--- src/rtl/phm_pkg.sv ---
// Shared types and constants of the polygon half-plane mask unit.
// No dependencies; used by every RTL module of the block.
package phm_pkg;

  // Coordinate width of the beat fields and the vertex table.
  localparam int COORD_BITS   = 12;
  localparam int MAX_VERTICES = 8;

  // Widths of the exact cross-product arithmetic.
  localparam int DIFF_BITS  = COORD_BITS + 1;
  localparam int PROD_BITS  = 2 * DIFF_BITS;
  localparam int CROSS_BITS = PROD_BITS + 1;

  // Mode codes of an input beat.
  localparam logic [1:0] MODE_CLEAR    = 2'd0;
  localparam logic [1:0] MODE_APPEND   = 2'd1;
  localparam logic [1:0] MODE_SET_REF  = 2'd2;
  localparam logic [1:0] MODE_CLASSIFY = 2'd3;

  // Mask values.
  localparam logic [7:0] MASK_INSIDE = 8'd255;
  localparam logic [7:0] MASK_OUT    = 8'd0;

  typedef struct packed {
    logic [1:0]            mode;
    logic [COORD_BITS-1:0] coord_x;
    logic [COORD_BITS-1:0] coord_y;
  } in_item_t;

  typedef struct packed {
    logic [7:0] mask_value;
    logic       vertex_overflow;
  } out_item_t;

  typedef struct packed {
    logic [COORD_BITS-1:0] x;
    logic [COORD_BITS-1:0] y;
  } vertex_t;

  // Tag that travels with one edge through the side-test pipeline.
  typedef struct packed {
    logic vld;
    logic last;
  } edge_tag_t;

endpackage

--- src/rtl/phm_edge_test.sv ---
// Two-stage side test of one polygon edge against pixel and reference point.
// Depends on phm_pkg for vertex and tag types and arithmetic widths.
module phm_edge_test (
  input  logic                clk,
  input  logic                rst_n,
  input  phm_pkg::edge_tag_t  in_tag,
  input  phm_pkg::vertex_t    va,
  input  phm_pkg::vertex_t    vb,
  input  phm_pkg::vertex_t    ref_pt,
  input  phm_pkg::vertex_t    pix,
  output phm_pkg::edge_tag_t  out_tag,
  output logic                out_masked
);

  localparam int DB = phm_pkg::DIFF_BITS;
  localparam int PB = phm_pkg::PROD_BITS;
  localparam int XB = phm_pkg::CROSS_BITS;

  logic signed [DB-1:0] dx, dy, rdx, rdy, pdx, pdy;

  logic signed [PB-1:0] ry_dx_r, dy_rx_r, py_dx_r, dy_px_r;
  logic                 dx_zero_r, dx_neg_r;
  logic                 ref_gt_r, pix_lt_r, pix_gt_r;
  phm_pkg::edge_tag_t   tag_r;

  logic signed [XB-1:0] cr, cp;
  logic                 cr_nz, cp_nz, sr_neg, sp_pos, sp_neg, masked;

  phm_pkg::edge_tag_t   out_tag_r;
  logic                 out_masked_r;

  // Differences relative to the edge start, all exact in DIFF_BITS.
  assign dx  = $signed({1'b0, vb.x})     - $signed({1'b0, va.x});
  assign dy  = $signed({1'b0, vb.y})     - $signed({1'b0, va.y});
  assign rdx = $signed({1'b0, ref_pt.x}) - $signed({1'b0, va.x});
  assign rdy = $signed({1'b0, ref_pt.y}) - $signed({1'b0, va.y});
  assign pdx = $signed({1'b0, pix.x})    - $signed({1'b0, va.x});
  assign pdy = $signed({1'b0, pix.y})    - $signed({1'b0, va.y});

  // Stage 1: form the four products and the vertical-edge compares.
  always_ff @(posedge clk) begin
    ry_dx_r   <= PB'(rdy) * PB'(dx);
    dy_rx_r   <= PB'(dy) * PB'(rdx);
    py_dx_r   <= PB'(pdy) * PB'(dx);
    dy_px_r   <= PB'(dy) * PB'(pdx);
    dx_zero_r <= (dx == '0);
    dx_neg_r  <= dx[DB-1];
    ref_gt_r  <= (ref_pt.x > va.x);
    pix_lt_r  <= (pix.x < va.x);
    pix_gt_r  <= (pix.x > va.x);
  end

  always_ff @(posedge clk) begin
    if (!rst_n) begin
      tag_r <= '0;
    end else begin
      tag_r <= in_tag;
    end
  end

  // Stage 2: cross products, signs relative to the edge direction.
  assign cr = $signed({ry_dx_r[PB-1], ry_dx_r}) - $signed({dy_rx_r[PB-1], dy_rx_r});
  assign cp = $signed({py_dx_r[PB-1], py_dx_r}) - $signed({dy_px_r[PB-1], dy_px_r});

  assign cr_nz  = (cr != '0);
  assign cp_nz  = (cp != '0);
  assign sr_neg = cr_nz && (cr[XB-1] ^ dx_neg_r);
  assign sp_pos = cp_nz && !(cp[XB-1] ^ dx_neg_r);
  assign sp_neg = cp_nz && (cp[XB-1] ^ dx_neg_r);

  // Vertical edge compares columns; a sloped edge compares sides of its line.
  always_comb begin
    if (dx_zero_r) begin
      masked = ref_gt_r ? pix_lt_r : pix_gt_r;
    end else begin
      masked = sr_neg ? sp_pos : sp_neg;
    end
  end

  always_ff @(posedge clk) begin
    if (!rst_n) begin
      out_tag_r <= '0;
    end else begin
      out_tag_r <= tag_r;
    end
  end

  always_ff @(posedge clk) begin
    out_masked_r <= masked;
  end

  assign out_tag    = out_tag_r;
  assign out_masked = out_masked_r;

endmodule

--- src/rtl/polygon_halfplane_mask_unit.sv ---
// Polygon half-plane mask unit: vertex memory, edge walk and result register.
// Depends on phm_pkg and instantiates phm_edge_test.
//
// Usage: one input channel (in_valid / in_stall / in_data) carries beats with
// a mode: clear the polygon, append a vertex, set the reference point or
// classify a pixel. Only a classify beat produces a result beat on the output
// channel (out_valid / out_stall / out_data): mask value 255 or 0 and the
// vertex overflow flag.
// Clear, append and set-reference beats leave the unit idle; the next beat can be
// accepted in the following cycle.
// A classify beat with n stored vertices (n >= 2) walks the vertex memory one
// entry per cycle through its single read port, then drains the two-stage
// edge test, with a closing edge from the last vertex back to the first for
// n >= 3. With fewer than two vertices no edge is tested and the unit goes
// straight to its hold state. in_stall is high after the acceptance of a
// classify beat until its result is loaded into the output register.
// The output register lets a new beat be accepted while a result waits; a
// following classify holds its result until the output register frees up.
// Reset (synchronous, rst_n low) empties the polygon, clears the overflow
// flag, sets the reference point to the origin and drops any pending result.
module polygon_halfplane_mask_unit #(
  parameter int MAX_VERTICES = phm_pkg::MAX_VERTICES
) (
  input  logic               clk,
  input  logic               rst_n,
  input  logic               in_valid,
  output logic               in_stall,
  input  phm_pkg::in_item_t  in_data,
  output logic               out_valid,
  input  logic               out_stall,
  output phm_pkg::out_item_t out_data
);

  localparam int IDX_BITS = $clog2(MAX_VERTICES);
  localparam int CNT_BITS = $clog2(MAX_VERTICES + 1);

  localparam logic [1:0] ST_IDLE  = 2'd0;
  localparam logic [1:0] ST_WALK  = 2'd1;
  localparam logic [1:0] ST_DRAIN = 2'd2;
  localparam logic [1:0] ST_HOLD  = 2'd3;

  logic [1:0]          state_r, state_nxt;
  logic                in_acc, is_classify, out_free;
  logic [CNT_BITS-1:0] vcnt_r, cnt_m1;
  logic [IDX_BITS-1:0] last_idx, rd_addr_r;
  logic                few_vtx, two_vtx, tbl_full;
  logic                ovf_r, masked_r;
  phm_pkg::vertex_t    ref_r, pix_r, v0_r, prev_r;

  // Vertex memory and its registered read data.
  phm_pkg::vertex_t    vtab [MAX_VERTICES];
  phm_pkg::vertex_t    rdata_r;
  logic                mem_we, mem_re;
  phm_pkg::vertex_t    wdata;

  // Read-data tracking.
  logic                rd_v_r, rd_first_r, rd_last_r, close_v_r;

  phm_pkg::edge_tag_t  e_in_tag, e_out_tag;
  phm_pkg::vertex_t    e_vb;
  logic                e_masked;

  phm_pkg::out_item_t  out_data_r;
  logic                out_valid_r;

  assign in_acc      = in_valid && !in_stall;
  assign is_classify = (in_data.mode == phm_pkg::MODE_CLASSIFY);
  assign out_free    = !out_valid_r || !out_stall;

  assign cnt_m1   = vcnt_r - CNT_BITS'(1);
  assign last_idx = cnt_m1[IDX_BITS-1:0];
  assign few_vtx  = (vcnt_r < CNT_BITS'(2));
  assign two_vtx  = (vcnt_r == CNT_BITS'(2));
  assign tbl_full = (vcnt_r >= CNT_BITS'(MAX_VERTICES));

  // Next state of the beat sequencer.
  always_comb begin
    state_nxt = state_r;
    unique case (state_r)
      ST_IDLE: begin
        if (in_acc && is_classify) begin
          state_nxt = few_vtx ? ST_HOLD : ST_WALK;
        end
      end
      ST_WALK: begin
        if (rd_addr_r == last_idx) begin
          state_nxt = ST_DRAIN;
        end
      end
      ST_DRAIN: begin
        if (e_out_tag.vld && e_out_tag.last) begin
          state_nxt = ST_HOLD;
        end
      end
      ST_HOLD: begin
        if (out_free) begin
          state_nxt = ST_IDLE;
        end
      end
      default: state_nxt = ST_IDLE;
    endcase
  end

  always_ff @(posedge clk) begin
    if (!rst_n) begin
      state_r <= ST_IDLE;
    end else begin
      state_r <= state_nxt;
    end
  end

  assign in_stall = (state_r != ST_IDLE);

  // Polygon bookkeeping: count, overflow and reference point.
  always_ff @(posedge clk) begin
    if (!rst_n) begin
      vcnt_r <= '0;
      ovf_r  <= 1'b0;
      ref_r  <= '0;
    end else if (in_acc) begin
      unique case (in_data.mode)
        phm_pkg::MODE_CLEAR: begin
          vcnt_r <= '0;
          ovf_r  <= 1'b0;
        end
        phm_pkg::MODE_APPEND: begin
          if (tbl_full) begin
            ovf_r <= 1'b1;
          end else begin
            vcnt_r <= vcnt_r + CNT_BITS'(1);
          end
        end
        phm_pkg::MODE_SET_REF: begin
          ref_r.x <= in_data.coord_x;
          ref_r.y <= in_data.coord_y;
        end
        phm_pkg::MODE_CLASSIFY: begin
        end
        default: begin
        end
      endcase
    end
  end

  // Latch the pixel of a classify beat.
  always_ff @(posedge clk) begin
    if (in_acc && is_classify) begin
      pix_r.x <= in_data.coord_x;
      pix_r.y <= in_data.coord_y;
    end
  end

  // Vertex memory: write on append while the table is not full, one read per cycle during the walk.
  assign mem_we  = in_acc && (in_data.mode == phm_pkg::MODE_APPEND) && !tbl_full;
  assign mem_re  = (state_r == ST_WALK);
  assign wdata.x = in_data.coord_x;
  assign wdata.y = in_data.coord_y;

  always_ff @(posedge clk) begin
    if (mem_we) begin
      vtab[vcnt_r[IDX_BITS-1:0]] <= wdata;
    end
    if (mem_re) begin
      rdata_r <= vtab[rd_addr_r];
    end
  end

  // Advance the read address and tag the returning data.
  always_ff @(posedge clk) begin
    if (!rst_n) begin
      rd_addr_r  <= '0;
      rd_v_r     <= 1'b0;
      rd_first_r <= 1'b0;
      rd_last_r  <= 1'b0;
      close_v_r  <= 1'b0;
    end else begin
      if (in_acc) begin
        rd_addr_r <= '0;
      end else if (mem_re) begin
        rd_addr_r <= rd_addr_r + IDX_BITS'(1);
      end
      rd_v_r     <= mem_re;
      rd_first_r <= mem_re && (rd_addr_r == '0);
      rd_last_r  <= mem_re && (rd_addr_r == last_idx);
      close_v_r  <= rd_v_r && rd_last_r && !two_vtx;
    end
  end

  // Keep the first vertex for the closing edge and the previous one.
  always_ff @(posedge clk) begin
    if (rd_v_r) begin
      prev_r <= rdata_r;
      if (rd_first_r) begin
        v0_r <= rdata_r;
      end
    end
  end

  // Feed consecutive-vertex edges, then the closing edge when there are more than two vertices.
  assign e_in_tag.vld  = (rd_v_r && !rd_first_r) || close_v_r;
  assign e_in_tag.last = close_v_r || (rd_v_r && rd_last_r && two_vtx);
  assign e_vb          = close_v_r ? v0_r : rdata_r;

  phm_edge_test u_edge (
    .clk        (clk),
    .rst_n      (rst_n),
    .in_tag     (e_in_tag),
    .va         (prev_r),
    .vb         (e_vb),
    .ref_pt     (ref_r),
    .pix        (pix_r),
    .out_tag    (e_out_tag),
    .out_masked (e_masked)
  );

  // Accumulate the mask over all edges of the current pixel.
  always_ff @(posedge clk) begin
    if (!rst_n) begin
      masked_r <= 1'b0;
    end else if (in_acc && is_classify) begin
      masked_r <= 1'b0;
    end else if (e_out_tag.vld) begin
      masked_r <= masked_r | e_masked;
    end
  end

  // Output register: load from hold, drop once taken.
  always_ff @(posedge clk) begin
    if (!rst_n) begin
      out_valid_r <= 1'b0;
    end else if ((state_r == ST_HOLD) && out_free) begin
      out_valid_r <= 1'b1;
    end else if (!out_stall) begin
      out_valid_r <= 1'b0;
    end
  end

  always_ff @(posedge clk) begin
    if ((state_r == ST_HOLD) && out_free) begin
      out_data_r.mask_value      <= masked_r ? phm_pkg::MASK_OUT : phm_pkg::MASK_INSIDE;
      out_data_r.vertex_overflow <= ovf_r;
    end
  end

  assign out_valid = out_valid_r;
  assign out_data  = out_data_r;

endmodule

--- config.mk ---
export PLATFORM = sky130hd
export DESIGN_NAME = polygon_halfplane_mask_unit
export DESIGN_NICKNAME = d
export VERILOG_FILES = /design/src/rtl/phm_pkg.sv /design/src/rtl/phm_edge_test.sv /design/src/rtl/polygon_halfplane_mask_unit.sv
export SDC_FILE = /design/constraint.sdc
export NUM_CORES = 2
export LEC_CHECK = 0
export ABC_AREA = 1
export BUFFER_PORTS_ARGS = -buffer_cell sky130_fd_sc_hd__buf_2
export CAP_MARGIN = 5
export CORE_ASPECT_RATIO = 1.25
export CORE_MARGIN = 4
export CORE_UTILIZATION = 35
export DETAILED_ROUTE_END_ITERATION = 8
export GPL_TIMING_DRIVEN = 0
export PLACE_DENSITY_LB_ADDON = 0.15
export SLEW_MARGIN = 20
export SYNTH_ARGS = -nofsm -noshare
export SYNTH_HDL_FRONTEND = slang
export SYNTH_HIERARCHICAL = 1
export SYNTH_SLANG_ARGS = --single-unit
--- constraint.sdc ---
create_clock -name clk -period 15.6 [get_ports clk]
set_input_delay 1.56 -clock clk [delete_from_list [all_inputs] [get_ports clk]]
set_output_delay 1.56 -clock clk [all_outputs]
set_load 0.005 [all_outputs]
==> flow_summary.json <==
{
  "outcome": "completed",
  "ys_warn_count": 6,
  "critical_path_arrival_ps": 10020,
  "drtIter0Drc": 1706,
  "grt_pass1_wl_um": 212200,
  "post-route-drc-count": 0,
  "setup_ws_ps": 6063,
  "worst_path_most_repeated_cell": "sky130_fd_sc_hd__nand2_1",
  "synth_largest_area_cell": "sky130_fd_sc_hd__fa_1",
  "crit_path_max_fanout": 10,
  "count_of_buffers_added_by_post_cts_timing_repair_for_setup": 0,
  "place_congestion": 0.8868,
  "layout-drive-gt1-share_pct": 5.185,
  "synth-edff-count": 290,
  "synth.yosys.seq_area_share_pct": 24.94,
  "via_count": 34650,
  "end_kind": "register",
  "clock_insertion_delay_worst_skew_ps": 630,
  "synth_top_cells_by_count": "sky130_fd_sc_hd__inv_1 (1154), sky130_fd_sc_hd__nand2_1 (1120), sky130_fd_sc_hd__fa_1 (658)",
  "die_area_um2": 141100,
  "globalRouteOverflowTotal": 0,
  "clk_root_buffer_cell": "sky130_fd_sc_hd__clkbuf_16",
  "max_cap_violations": 0,
  "critPathKind": "reg -> reg",
  "hold_violations": 0,
  "wl_um": 134600,
  "design_area_um2": 51730,
  "htree_num_levels": 2,
  "maxSlewViolCount": 0,
  "worst_path_max_delay_cell": "sky130_fd_sc_hd__fa_1",
  "grt_start_max_net_pins": 32,
  "tightestPinTransition_ps": 1120,
  "die_y_um": 418.9,
  "grt_pass1_vias": 37020,
  "flip_flop_and_latch_count_after_synthesis": 444,
  "fin_tns_setup_ps": 0,
  "rsz0062_at_grt": "false",
  "place_ws_ps": 6006,
  "route.antenna.remaining_nets": 0,
  "post_layout_min_period_ps": 9537,
  "port_buffers": 40,
  "netlist_area_um2": 47280,
  "fp-row-count": 150,
  "postSynthAreaPerCell_um2": 8.616,
  "yosys.cell_count.top_type": "sky130_fd_sc_hd__inv_1",
  "tritoncts.num_buffers": 51,
  "detailed_place.area_um2": 49900,
  "synth_async_sr_flop_share_pct": 0,
  "antenna_cells_inserted": 0,
  "cts_resized": 0,
  "tritoncts": "built",
  "via_per_inst": 4.695,
  "synth_top_area_share_pct": 27.86,
  "hp-class": "reg -> reg",
  "final_net_count": 6676,
  "crit_required_ps": 16080,
  "floorplan.die.width_um": 336.7,
  "skew_ps": 17.23,
  "holdPathStages": 2,
  "period_share_pct": 61.13,
  "fillers": 13940,
  "largest_buffer_count_on_any_clock_path": 3,
  "syn-num-nets": 6573,
  "synthDistinctLibCells": 61,
  "cts_sinks": 444,
  "hold_buffers": 0,
  "fp.coreArea_um2": 134000,
  "crit_path_start_kind": "register",
  "finalSetupViolations": 0,
  "layout-area-overhead-vs-synth_pct": 9.430,
  "route.detailed.wl_per_inst_um": 18.23,
  "worst_setup_hold_path_clk_slew_ps": 60,
  "max_freq_mhz": 104.9,
  "hpwl_um": 114000,
  "ff2ff_path_depth": 36,
  "first_pass_iters": 7,
  "boundaryPins": 41,
  "crit_path_max_incr_delay_ps": 620,
  "antenna_found_initial": 0,
  "worst_hold_slack_ps": 416.2,
  "netlist_instances": 5487,
  "initial_core_util_pct": 35.28,
  "grtUsageTotal_pct": 19.51,
  "synth.area.top_cells": "sky130_fd_sc_hd__fa_1 (28%), sky130_fd_sc_hd__edfxtp_1 (18%), sky130_fd_sc_hd__ha_1 (11%), sky130_fd_sc_hd__inv_1 (9.2%), sky130_fd_sc_hd__nand2_1 (8.9%)",
  "worst_slew_margin_rel_pct": 25.06,
  "synthFlopType": "sky130_fd_sc_hd__edfxtp_1"
}
## worst max-delay path: cells and delay by family (launching register included)
| kind | cells | cell delay [ps] |
|---|---|---|
| and+or+nand+nor | 13 | 1880 |
| AOI/OAI and AO/OA | 3 | 480 |
| adders and majority gates | 8 | 3670 |
| xor gates and xnor gates | 1 | 370 |
| buffers and inverters | 11 | 2660 |
| DFF | 1 | 300 |
## layer usage
layer / global-route usage [%] / vias to the layer above / part of all wire (%)
li1: - / 17050 / -
met1: 23.13 / 16820 / 40
met2: 36.85 / 581 / 53
met3: 1.664 / 203 / 2.9
met4: 6.515 / 0 / 3.9
met5: 0 / - / 0
## sequential cells by signal (all words and copies together), names as in the netlist, 2 cells and up
name / count
rd_addr_r: 3
rdata_r: 24
pix_r: 24
vcnt_r: 4
u_edge/dy_rx_r: 26
vtab: 192
v0_r: 24
out_data: 2
u_edge/dy_px_r: 26
u_edge/out_tag: 2
state_r: 2
ref_r: 24
u_edge/tag_r: 2
u_edge/ry_dx_r: 26
u_edge/py_dx_r: 26
prev_r: 24
## placed cells by master (no fill, tap or decap), types with 52 or more instances in the layout
master                         n
sky130_fd_sc_hd__fa_1        658
sky130_fd_sc_hd__ha_1        397
sky130_fd_sc_hd__nor2_1      613
sky130_fd_sc_hd__nand2_1    1120
sky130_fd_sc_hd__buf_2        76
sky130_fd_sc_hd__edfxtp_1    290
sky130_fd_sc_hd__xor2_1       88
sky130_fd_sc_hd__o21ai_0     177
sky130_fd_sc_hd__clkbuf_1     74
sky130_fd_sc_hd__a21oi_1     223
sky130_fd_sc_hd__clkbuf_16    52
sky130_fd_sc_hd__nand3_1     124
sky130_fd_sc_hd__inv_1      1154
sky130_fd_sc_hd__dfxtp_1     153
## final cells by class
type / instances / area, um^2 / area share, %
clock inverters: 34 / 479.2 / 0.9263
inverters: 1181 / 4438 / 8.579
multi-input cells: 3734 / 30520 / 59.00
plain buffers: 128 / 620.6 / 1.200
well taps: 1748 / 2187 / 4.228
clock buffers: 61 / 1355 / 2.619
flip-flops and latches: 444 / 11790 / 22.79
repair buffers: 50 / 340.3 / 0.6578
## cell families after synthesis
| logic type | synth area share, % |
|---|---|
| AO/OA/AOI/OAI | 6.127 |
| XOR/XNOR | 2.702 |
| adder cells (fa/ha/maj) | 38.40 |
| buffers and inverters | 10.70 |
| flip-flops | 24.94 |
| AND/OR/NAND/NOR | 17.13 |
## per-stage QoR
stage          cells  utilization (%)
2_1_floorplan   5487                -
3_3_place_gp    7275            37.06
3_5_place_dp    7285            37.24
4_1_cts         7380            38.61
5_1_grt         7380            38.61
6_report        7380            38.61
## worst paths after layout
check,startpoint,to,slack (ps)
setup / recovery,close_v_r$_SDFF_PN0_,u_edge/py_dx_r[25]$_DFF_P_,6060
hold / removal,u_edge/tag_r[0]$_SDFF_PN0_,u_edge/out_tag[0]$_SDFF_PN0_,420
setup reg to reg,close_v_r$_SDFF_PN0_,u_edge/py_dx_r[25]$_DFF_P_,6060
hold reg to reg,u_edge/tag_r[0]$_SDFF_PN0_,u_edge/out_tag[0]$_SDFF_PN0_,420
Power is not shown: default switching activity piles up to over one toggle a cycle in this logic, so the estimate is an artifact.
